File: src/hw/rtl/abkf_mul.sv
// shared 32x32 signed multiplier with a registered 64-bit product
// no dependencies
`default_nettype none

module abkf_mul (
  input  wire logic               clk_i,
  input  wire logic signed [31:0] a_i,
  input  wire logic signed [31:0] b_i,
  output logic signed [63:0]      prod_o
);

  logic signed [63:0] prod_q;

  // product register
  always_ff @(posedge clk_i) begin
    prod_q <= a_i * b_i;
  end

  assign prod_o = prod_q;

endmodule

`default_nettype wire

File: config.mk
export PLATFORM = sky130hd
export DESIGN_NAME = abkf_mul
export DESIGN_NICKNAME = d
export VERILOG_FILES = /design/src/hw/rtl/abkf_mul.sv
export SDC_FILE = /design/constraint.sdc
export NUM_CORES = 2
export LEC_CHECK = 0
export BUFFER_PORTS_ARGS = -buffer_cell sky130_fd_sc_hd__buf_2
export CAP_MARGIN = 20
export CORE_AREA = 2 2 253 255
export DETAILED_ROUTE_END_ITERATION = 8
export DIE_AREA = 0 0 255 257
export PLACE_DENSITY_LB_ADDON = 0.05
export RECOVER_POWER = 25
export SYNTH_ARGS = -nofsm -noshare
export SYNTH_HDL_FRONTEND = slang
export SYNTH_SLANG_ARGS = --single-unit
File: constraint.sdc
create_clock -name clk_i -period 10.8 [get_ports clk_i]
set_clock_uncertainty 0.1 [all_clocks]
set_input_delay 2.16 -clock clk_i [delete_from_list [all_inputs] [get_ports clk_i]]
set_output_delay 2.16 -clock clk_i [all_outputs]
set_load 0.02 [all_outputs]
**Yosys cells after proc, flatten, opt, wreduce, memory -nomap -nowiden**

Cells that the tools add are included.

- $mul: 1

Operators by type and width:

| operator | number |
|---|---|
| multiplier 32 x 32 -> 64 bit | 1 |

- Flip-flop bits (word level): 64
- Word-level logic and storage cells: 2

**Depth between registers and ports, before layout**

- Depth after elaboration: 1
- Depth in mapped cells: 28

**Worst setup path before layout**

No wires, ideal clock.

- Path kind: input-to-reg
- Start: in b_i[2]
- End: reg prod_q[62], in the netlist prod_o[62]
- Required time: 10.628 ns
- Setup slack: 1.279 ns
- Data arrival time: 9.349 ns
- Stages: 24
- Cell sequence: clkbuf_1 > nand2_1 > inv_1 > fa_1 > fa_1 > fa_1 > fa_1 > inv_1 > fa_1 > inv_1 > fa_1 > inv_1 > fa_1 > inv_1 > fa_1 > ha_1 > and3_1 > nand2_1 > or3_1 > o22a_1 > o211ai_1 > a31oi_1 > o31ai_1 > xor2_1

- Word-level cells in the longest chain between the ends: 1

Ends and longest elaborated chain:

| item | line | source |
|---|---|---|
| start, declared | 8 | `input wire logic signed [31:0] b_i,` |
| multiplier 32 x 32 -> 64 bit | 16 | `prod_q <= a_i * b_i;` |
| end signal, assigned | 16 |  |
| end, declared | 12 | `logic signed [63:0] prod_q;` |

Every way passes these cells.

**Worst setup path after layout**

- Start: in b_i[10]
- End: reg prod_q[63], in the netlist prod_o[63]

Same word-level chain as after synthesis.

==> out/results.ini <==
[global_route]
m1_gr_usage_pct=44.8
grt_busiest_layer=met2
grt_util_met3_pct=5.79
groute.layer.met2.usage_pct=55.4
global_route.overflow_total=0
grt_antenna_before_repair=13
grt_start_max_net_pins=33
grt_pass1_vias=29401
globalRouteTotalUtil_pct=33.6
wire_length_of_the_first_global_routing_pass_um=165000

[timing]
unrepaired_setup_endpoints_after_global_routing=no
finalCriticalPeriod_ns=10.21
max_freq_ghz=0.0979
slew_violations=0
hold_violations=0
actual_slew_at_the_worst_max_slew_pin_ns=0.879
tns_ns=0
final.period_utilization_pct=94.6
maxSlewHeadroom_pct=41.4
final-setup-viol-count=0

[clock_network]
cts-htree-levels=3
postCtsSetupRepairBufs=0
cts_hold_buf=0
clockBufferDepth=2
cts_sinks=64
numCtsBuffers=9
cts-root-buf=clkbuf_16
worst_setup_hold_path_clk_slew_ns=0.08
postCtsResizedCells=0
tritoncts_clock_tree=done

[die]
initial_core_utilization_pct=59.4
core_area_um2=62700
die_w_um=255
die_h_um=257
num_rows=92
floorplan.io_pins=129
floorplan.die_area_um2=65500

[routing]
drt-pass1-iter-count=5
avgViaCountPerCell=5.51
final_antenna_net_count=0
drt_first_iter_violations=1661
drt-total-wl_um=102000
route.detailed.drc=0
route.vias.total=26089
detail_route.wl_per_cell_um=21.5

[worst_setup_path]
timing.critical_path.fanout_max=32
crit_end_element=flip-flop
worst_ep_arrival_time_ns=10.45
worstSetupStartpointType=primary input
path_class=in2reg
timing.critical_path.required_ns=11.03

[final_layout]
fraction_of_final_layout_cells_with_drive_strength_greater_than_1_pct=5.07
largest_register_ffs=64
areaGrowthSynthToFinish_pct=4.55
nNetsFinal=5215
final_cell_count_no_fill=4736

[synth]
syn_inst=3884
portion_of_the_post_synthesis_area_used_by_sequential_elements_pct=3.44
mappedNetlistNets=5215
synthArstFlopShare_pct=0
postSynthAreaPerCell_um2=9.59
distinct_cell_type_count_of_the_synthesized_netlist=63
post_synth_instance_area_um2=37200
ys_seq_elements=64
synth_top_flop_cell=dfxtp_1
synth_warnings=0
synth_enable_flop_cells=0

[place]
place.detailed.hpwl_um=84400
total_instance_count_after_detailed_placement=4719
gp_congestion=0.885
port_buffers=128

[min_path]
hp-class=in2reg

[run_status]
status=finished, final reports clean

[job]
maxCapViolCount=0

[area by class of cell]
class | instances | area (um2)
multi-input cells | 2668 | 31600
fillers | 5471 | 23800
inverters | 952 | 3570
flip-flops and latches | 64 | 1280
well taps | 846 | 1060
repair buffers | 189 | 1060
clock buffers | 10 | 239
clock inverters | 6 | 91.3
diodes | 1 | 2.50
[through the flow]
step / instance area (um2) / util [%] / hold slack (ns) / setup WS (ns)
after global placement: 38600 / 61.6 / 2.48 / 0.226
after detailed placement: 38600 / 61.6 / 2.48 / 0.176
after floorplan: 37200 / - / 2.19 / 1.28
after global routing: 38900 / 62.1 / 2.16 / 0.391
after CTS: 39000 / 62.1 / 2.15 / 0.552
final: 38900 / 62.1 / 2.16 / 0.588
[worst max-delay path: stages]
cell,delay (ns)
buf_2,0.62
nand2_1,0.18
fa_1,0.61
fa_1,0.90
fa_1,0.48
inv_1,0.42
fa_1,0.55
fa_1,0.52
fa_1,0.51
inv_1,0.05
fa_1,0.47
inv_1,0.06
fa_1,0.46
ha_1,0.37
a21o_1,0.19
a21o_1,0.18
a21oi_1,0.35
nand3b_1,0.21
a311oi_1,0.65
o31ai_1,0.16
a21oi_1,0.21
xnor2_1,0.13
[metal layers]
metal / wire length [um] / part of all wire (%)
met5: 111 / 0.11
met4: 4410 / 4.3
met1: 39700 / 39
met2: 50300 / 49
met3: 7490 / 7.3
[cells by family after synthesis]
kind of cell / count (synthesis) / synth area share, %
flip-flops: 64 / 3.44
AND/OR/NAND/NOR: 1134 / 15.4
AO/OA/AOI/OAI: 193 / 3.46
buffers and inverters: 1152 / 11.6
XOR/XNOR: 75 / 1.76
adder cells (fa/ha/maj): 1266 / 64.3
[path summary, 6_finish.rpt]
check,slack [ns],from,depth (start not counted),endpoint
setup / recovery,0.59,b_i[10],22,prod_o[63]$_DFF_P_
hold / removal,2.16,a_i[0],2,prod_o[0]$_DFF_P_
[layout by cell type, fill, tap and decap left out, types with 23 or more instances in the layout]
| master | netlist | final |
|---|---|---|
| inv_1 | 952 | 952 |
| buf_4 | 0 | 60 |
| and2_1 | 516 | 516 |
| buf_2 | 3 | 98 |
| nand2_1 | 511 | 511 |
| o21ai_0 | 28 | 28 |
| nor2_1 | 42 | 42 |
| dfxtp_1 | 64 | 64 |
| fa_1 | 1082 | 1082 |
| a21oi_1 | 68 | 68 |
| ha_1 | 184 | 184 |
| clkbuf_1 | 195 | 31 |
| a21o_1 | 23 | 23 |
| xnor2_1 | 53 | 53 |
[Yosys cell counts (all sizes together) (4+ instances only)]
cell	count	share of area, %
a211oi	8	0.24
a21o	25	0.51
a21oi	68	0.91
a31oi	13	0.26
and2	516	8.7
and3	9	0.17
and4	4	0.10
buf	5	0.060
clkbuf	195	2.0
dfxtp	64	3.4
fa	1082	58
ha	184	6.2
inv	952	9.6
nand2	511	5.2
nand2b	9	0.15
nand3	15	0.20
nand4	7	0.12
nor2	42	0.42
nor3	7	0.11
o21a	4	0.081
o21ai	31	0.44
o21bai	15	0.30
o31ai	7	0.18
or3	5	0.087
xnor2	53	1.2
xor2	22	0.52
Power is not shown: default switching activity piles up to over one toggle a cycle in this logic, so the estimate is an artifact.
