File: src/hw/rtl/abkf_pkg.sv
// shared types, constants and saturation helper for the angle/bias kalman filter
// no dependencies; imported by abkf_div, angle_bias_kalman_filter and the testbench
`default_nettype none

package abkf_pkg;

  // register indexes on the configuration channel
  localparam logic [1:0] RegAngleNoise = 2'd0;
  localparam logic [1:0] RegBiasNoise  = 2'd1;
  localparam logic [1:0] RegMeasNoise  = 2'd2;
  localparam logic [1:0] RegTimeStep   = 2'd3;

  // reset values of the registers, q2.30
  localparam logic [30:0] AngleNoiseRst = 31'd5368709;
  localparam logic [30:0] BiasNoiseRst  = 31'd8589935;
  localparam logic [30:0] MeasNoiseRst  = 31'd161061;
  localparam logic [30:0] TimeStepRst   = 31'd8589935;

  localparam logic signed [31:0] OneQ30 = 32'sh4000_0000;

  // quotient bits produced by the divider (dividend is a 32-bit value shifted up by 30)
  localparam int unsigned DivSteps = 62;

  typedef enum logic [4:0] {
    ST_IDLE,
    ST_RATE,
    ST_M_ANG,
    ST_A_ANG,
    ST_P0,
    ST_M_AA,
    ST_A_AA,
    ST_M_OFF,
    ST_A_OFF,
    ST_M_BB,
    ST_A_BB,
    ST_GAIN,
    ST_DS0,
    ST_DIV_K0,
    ST_DS1,
    ST_DIV_K1,
    ST_M_BA2,
    ST_A_BA2,
    ST_M_BB2,
    ST_A_BB2,
    ST_M_AA2,
    ST_A_AA2,
    ST_M_AB2,
    ST_A_AB2,
    ST_ERR,
    ST_M_ANG2,
    ST_A_ANG2,
    ST_M_BIAS,
    ST_A_BIAS,
    ST_DONE
  } abkf_state_e;

  // clamp a 36-bit signed sum to the signed 32-bit range
  function automatic logic signed [31:0] sat32(input logic signed [35:0] v);
    logic signed [31:0] r;
    if (v > 36'sh0_7FFF_FFFF) begin
      r = 32'sh7FFF_FFFF;
    end else if (v < -36'sh0_8000_0000) begin
      r = 32'sh8000_0000;
    end else begin
      r = v[31:0];
    end
    return r;
  endfunction

endpackage

`default_nettype wire

File: src/hw/rtl/abkf_div.sv
// bit-serial restoring divider: sat32((num * 2^30) / den), truncated toward zero
// depends on abkf_pkg; den must be positive
`default_nettype none

module abkf_div (
  input  wire logic               clk_i,
  input  wire logic               rst_ni,
  input  wire logic               start_i,
  input  wire logic signed [31:0] num_i,
  input  wire logic        [32:0] den_i,
  output logic                    done_o,
  output logic signed [31:0]      quo_o
);
  import abkf_pkg::*;

  logic        busy_q, done_q;
  logic [5:0]  cnt_q;
  logic [33:0] rem_q;
  logic [61:0] dvd_q, quo_q;
  logic [32:0] den_q;
  logic        neg_q;
  logic [33:0] rem_sh, rem_nx;
  logic        fits;
  logic [31:0] mag;

  // one quotient bit per cycle
  always_comb begin
    rem_sh = {rem_q[32:0], dvd_q[61]};
    fits   = rem_sh >= {1'b0, den_q};
    rem_nx = fits ? rem_sh - {1'b0, den_q} : rem_sh;
    mag    = num_i[31] ? (~num_i + 32'd1) : num_i;
  end

  // control
  always_ff @(posedge clk_i or negedge rst_ni) begin
    if (!rst_ni) begin
      busy_q <= 1'b0;
      done_q <= 1'b0;
      cnt_q  <= '0;
    end else begin
      done_q <= 1'b0;
      if (start_i && !busy_q) begin
        busy_q <= 1'b1;
        cnt_q  <= '0;
      end else if (busy_q) begin
        cnt_q <= cnt_q + 6'd1;
        if (cnt_q == 6'(DivSteps - 1)) begin
          busy_q <= 1'b0;
          done_q <= 1'b1;
        end
      end
    end
  end

  // datapath
  always_ff @(posedge clk_i) begin
    if (start_i && !busy_q) begin
      rem_q <= '0;
      dvd_q <= {mag, 30'b0};
      quo_q <= '0;
      den_q <= den_i;
      neg_q <= num_i[31];
    end else if (busy_q) begin
      rem_q <= rem_nx;
      dvd_q <= {dvd_q[60:0], 1'b0};
      quo_q <= {quo_q[60:0], fits};
    end
  end

  // sign and saturation of the quotient
  always_comb begin
    if (neg_q) begin
      if (quo_q[61:32] != '0 || (quo_q[31] && quo_q[30:0] != '0)) begin
        quo_o = 32'sh8000_0000;
      end else begin
        quo_o = ~quo_q[31:0] + 32'd1;
      end
    end else begin
      if (quo_q[61:31] != '0) begin
        quo_o = 32'sh7FFF_FFFF;
      end else begin
        quo_o = quo_q[31:0];
      end
    end
  end

  assign done_o = done_q;

endmodule

`default_nettype wire

File: config.mk
export PLATFORM = sky130hd
export DESIGN_NAME = abkf_div
export DESIGN_NICKNAME = d
export VERILOG_FILES = /design/src/hw/rtl/abkf_pkg.sv /design/src/hw/rtl/abkf_div.sv
export SDC_FILE = /design/constraint.sdc
export NUM_CORES = 1
export LEC_CHECK = 0
export ABC_AREA = 1
export BUFFER_PORTS_ARGS = -buffer_cell sky130_fd_sc_hd__buf_2
export CORE_MARGIN = 4
export CORE_UTILIZATION = 60
export DETAILED_ROUTE_END_ITERATION = 8
export HOLD_SLACK_MARGIN = 0.06
export PLACE_DENSITY_LB_ADDON = 0.12
export REMOVE_ABC_BUFFERS = 1
export SYNTH_ARGS = -nofsm -noshare
export SYNTH_HDL_FRONTEND = slang
export SYNTH_SLANG_ARGS = --single-unit
export TNS_END_PERCENT = 30
File: constraint.sdc
create_clock -name clk_i -period 3.3 [get_ports clk_i]
set_input_delay 0.165 -clock clk_i [delete_from_list [all_inputs] [get_ports clk_i]]
set_output_delay 0.165 -clock clk_i [all_outputs]
set_load 0.1 [all_outputs]
* After elaboration in Yosys (flattened, before gate mapping)
Index checks and enable logic that the tools add are counted.
** Storage, ports and cells
- Register bits :: 169
- Bits of input ports :: 68
- Output and inout port bits :: 33
- Word-level logic and storage cells :: 39
** Operators by class
- $add $sub $neg :: 4
- Magnitude comparators :: 1
- Eq/ne operators :: 1
- Multiplexer cells :: 15
- Bitwise operators :: 2
- Reductions and logical operators :: 8
** Operators with widths (count)
- $mux 32 :: 4
- $mux 62 :: 2
- $add 32x1->32 const B :: 2
- $not 32->32 :: 2
- $reduce_bool 31->1 :: 2
- $ge 34x33->1 :: 1
- $mux 33 :: 1
- $sub 33x33->33 :: 1
- $reduce_bool 30->1 :: 1
- $mux 6 :: 2
- $add 6x1->6 const B :: 1
- $eq 6x6->1 const B :: 1
- $mux 1 :: 6
- $logic_and 1x1->1 :: 2
- $reduce_bool 2->1 :: 1
- $logic_not 1->1 :: 1
- $logic_or 1x1->1 :: 1

* Depth between registers and ports, before layout
- Depth after elaboration :: 5
- Depth in mapped cells :: 16
- Depth with buffers taken out :: 16

* Worst setup path before layout
No wires, ideal clock.
- Path type :: flip-flop to output port
- From :: reg quo_q[0]
- To :: out quo_o[24]
- Arrival :: 3.545 ns
- Required time :: 3.135 ns
- Setup slack :: -0.410 ns
- Stages on the path, launching flop included :: 10
- Path through :: dfxtp_1 -> inv_1 -> ha_1 -> nand3_2 -> nor2_1 -> nand2_1 -> o21ai_2 -> nand3_4 -> buf_6 -> o21ai_0
** On the way
- Cells in the longest elaborated chain, start to end :: 5
- Elaborated cells between the ends (all ways) :: 7
- Those cells by class :: add/sub (1); mux (2); bitwise (1); reduce/logical (3)
** RTL lines
- start: declaration :: RTL line abkf_div.sv:19 : logic [61:0] dvd_q, quo_q;
- start signal: assignment :: RTL line abkf_div.sv:66 : quo_q <= {quo_q[60:0], fits};
- branches (longest 3 deep; another with $add 32x1->32)
- $mux 32 * :: RTL line abkf_div.sv:73 : if (quo_q[61:32] != '0 || (quo_q[31] && quo_q[30:0] != '0)) begin
- $mux 32 * :: RTL line abkf_div.sv:72 : if (neg_q) begin
- end: declaration :: RTL line abkf_div.sv:12 : output logic signed [31:0] quo_o
Mark *: on every way between the ends.

* Worst setup path in the final report
- From :: reg quo_q[0]
- To :: out quo_o[4]
Same word-level chain as after synthesis.

==> summary.txt <==
Post-Syn Area per Cell - 6.912 um^2
Reg2reg start - den_q[25]
First-pass GRT wire length - 45260 um
Power share of the sequential group - 0.346
DR WL/cell - 14.33 um
Synth top area share - 0.1819
Sw Pwr - 4.480 mW
Logic pwr share - 0.474
EDFF count, synth - 66
CTS buffer count - 17
Top-count cell post-synth - nand2_1
Clock power frac - 0.180
Rows - 49
Area grow syn2layout - 14.12%
Placer congestion estimate - 1.064
Max-slew violation count - 0
I/O Buffers - 100
P per Cell Area - 829.3 mW/mm^2
WP data required - 3.13 ns
Register area share after synthesis - 0.3749
Max Clock Skew - 0.01332 ns
FF-to-FF path depth - 14
Chip Height - 142.7 um
Via count of the first global-routing pass - 9628
Final core utilization - 0.6944
CTS tree - done
Top_reg_cell synth - dfxtp_1
Area after DPL - 0.01154 mm^2
Net Sw Frac - 0.4346
Via/cell ratio - 5.384
Initial antenna violation count - 0
Worst Setup End Kind - output pin
Power Internal - 5.829 mW
CTS root buf - clkbuf_16
GR Overflow Total - 0
Tightest Hold Check Type - in -> reg
DRT Wirelength - 27700 um
Core area - 0.01790 mm^2
CP max FO - 28
Number of synthesized register bits - 169
Final setup viols - 0
Worst Path Arrival - 3.02 ns
DRT Pass-1 Iters - 7
Syn Std Cell Area - 0.01089 mm^2
Cells after synthesis - 1576
I/O Pins - 101
Clk sinks - 169
Hold Path Depth - 3
Post-route DRC violation count - 0
RSZ-0062 raised after global routing - no
Unique masters post-synth - 45
Worst skew pair latency - 0.43 ns
Slew @ Worst Pin - 1.055 ns
WS Path Type - reg -> out
Antenna Nets Post-Route - 0
Final hold violation count - 0
Peak VDD IR - 0.4696 mV
Ys async rst share - 0.04734
Status - completed
Synth area leader - edfxtp_1
Area contributors post-synth - edfxtp_1 (18%), dfxtp_1 (17%), nand2_1 (16%)
Min-delay src - num_i[0]
Leak - 6.295 nW
Final period util - 0.9644
Final HPWL DP - 20180 um
Max capacitance violation total - 0
Fmax - 314.2 MHz
Nets - 1796
Critical Path Start Type - flop
# diodes - 0
Share of cells above drive strength 1 - 0.09865
Reg2reg end - rem_q[28]
Post-layout minimum cycle time - 3.183 ns
CTS HTree Levels - 4
Via Count - 10400
Clk slew on worst S/H paths - 0.06 ns
Initial DRC count - 951
Die Wd - 142.7 um
Yosys Warn Count - 0
Die area - 0.02037 mm^2
Final instance area - 0.01243 mm^2
Register-to-register setup slack - 0.20 ns
Synth cell count leaders - nand2_1 (454), inv_1 (268), nand3_1 (135), nor2_1 (99), dfxtp_1 (95)
Normalized max-slew margin - 0.2957
Starting density of the core - 0.6085
Fillers - 1579
GRT Resource Usage Total - 0.2712
Hold-critical path endpoint - dvd_q[30]
Final Power - 10.31 mW
Largest net degree at the start of global routing - 67
Worst-case clock buffer depth - 2
cell type report:
cell class                      count  area, um^2  share of cell area
Tap cell                          229       286.5             0.02305
Sequential cell                   169        4084              0.3285
Clock buffer                       22       465.4             0.03744
Timing Repair Buffer              141       923.4             0.07428
Inverter                          271        1018             0.08193
Clock inverter                     10       71.32            0.005737
Multi-Input combinational cell   1090        5582              0.4490
layer usage:
| metal | wire, um | vias to the layer above | track usage |
|---|---|---|---|
| met5 | 0 | - | 0 |
| met4 | 657 | 0 | 0.09255 |
| met3 | 1387 | 47 | 0.03282 |
| met2 | 13100 | 290 | 0.4523 |
| met1 | 12550 | 4753 | 0.3672 |
| li1 | - | 5312 | - |
state kept, by name, indices dropped and copies added (netlist names):
register  count
busy_q        1
cnt_q         6
den_q        33
done_o        1
dvd_q        32
neg_q         1
quo_q        62
rem_q        33
cell families after synthesis:
group	Yosys count	share of synthesized area
AO/OA/AOI/OAI	200	0.1015
XOR/XNOR	58	0.04663
adder cells (fa/ha/maj)	38	0.04434
buffers and inverters	317	0.1136
flip-flops	169	0.3749
AND/OR/NAND/NOR	794	0.3190
timing repair:
item                                   CTS  global route
gates resized for setup                  0             7
setup endpoints to repair                0             7
hold buffers                            34             0
endpoints found under the hold margin   41             0
buffers inserted                         0             0
cells in the final DEF (no fill, tap or decap), types with 6 or more instances in the layout:
cell type,instances
a21oi_1,27
edfxtp_1,66
and2_1,9
nand4_1,25
clkbuf_16,18
nor2_1,97
xnor2_1,16
nand3_1,135
o22ai_1,61
nand2_1,454
dlygate4sd3_1,34
clkbuf_4,7
o21ai_1,15
nand2_2,7
dfrtp_1,8
xor2_1,42
nor4_1,11
o21ai_0,86
buf_4,6
nand3b_1,17
ha_1,37
nor3_1,13
buf_2,93
dfxtp_1,95
inv_1,268
nor2_2,6
critical path: stages (launching register included):
cell,delay (ns)
dfxtp_1,0.35
inv_1,0.14
ha_1,0.21
nand3_2,0.12
nor2_1,0.22
nand2_1,0.17
o21ai_2,0.24
nand3_4,0.29
o21ai_0,0.36
buf_2,0.49
power groups by stage:
stage	logic, mW	registers (mW)	clock network [mW]
2_1_floorplan	3.71	3.48	0
3_3_place_gp	4.70	3.57	0
3_5_place_dp	4.77	3.59	0
4_1_cts	4.83	3.56	1.89
5_1_grt	5.57	3.67	1.97
6_report	4.88	3.57	1.85
metrics by stage:
stage / setup WS [ns] / cells / hold WS (ns) / TNS [ns]
detailed placement: 0.3233 / 1866 / 0.01794 / 0
global placement: 0.4117 / 1866 / 0.01588 / 0
floorplan: -1.316 / 1530 / -0.1306 / -77.69
CTS: 0.09875 / 1932 / 0.09653 / 0
global route: 0.001797 / 1932 / 0.1237 / 0
finish: 0.1175 / 1932 / 0.1107 / 0
worst max-delay path by stage:
stage	startpoint	end	slack, ns	cells past startpoint
2_1_floorplan	busy_q	dvd_q[32]	-1.32	4
3_3_place_gp	den_q[25]	rem_q[27]	0.41	14
3_5_place_dp	den_q[25]	rem_q[28]	0.32	14
4_1_cts	quo_q[0]	quo_o[2]	0.1	9
5_1_grt	den_q[25]	rem_q[31]	0.002	14
6_report	quo_q[0]	quo_o[4]	0.12	9
Power figures use the tool's default switching activity.
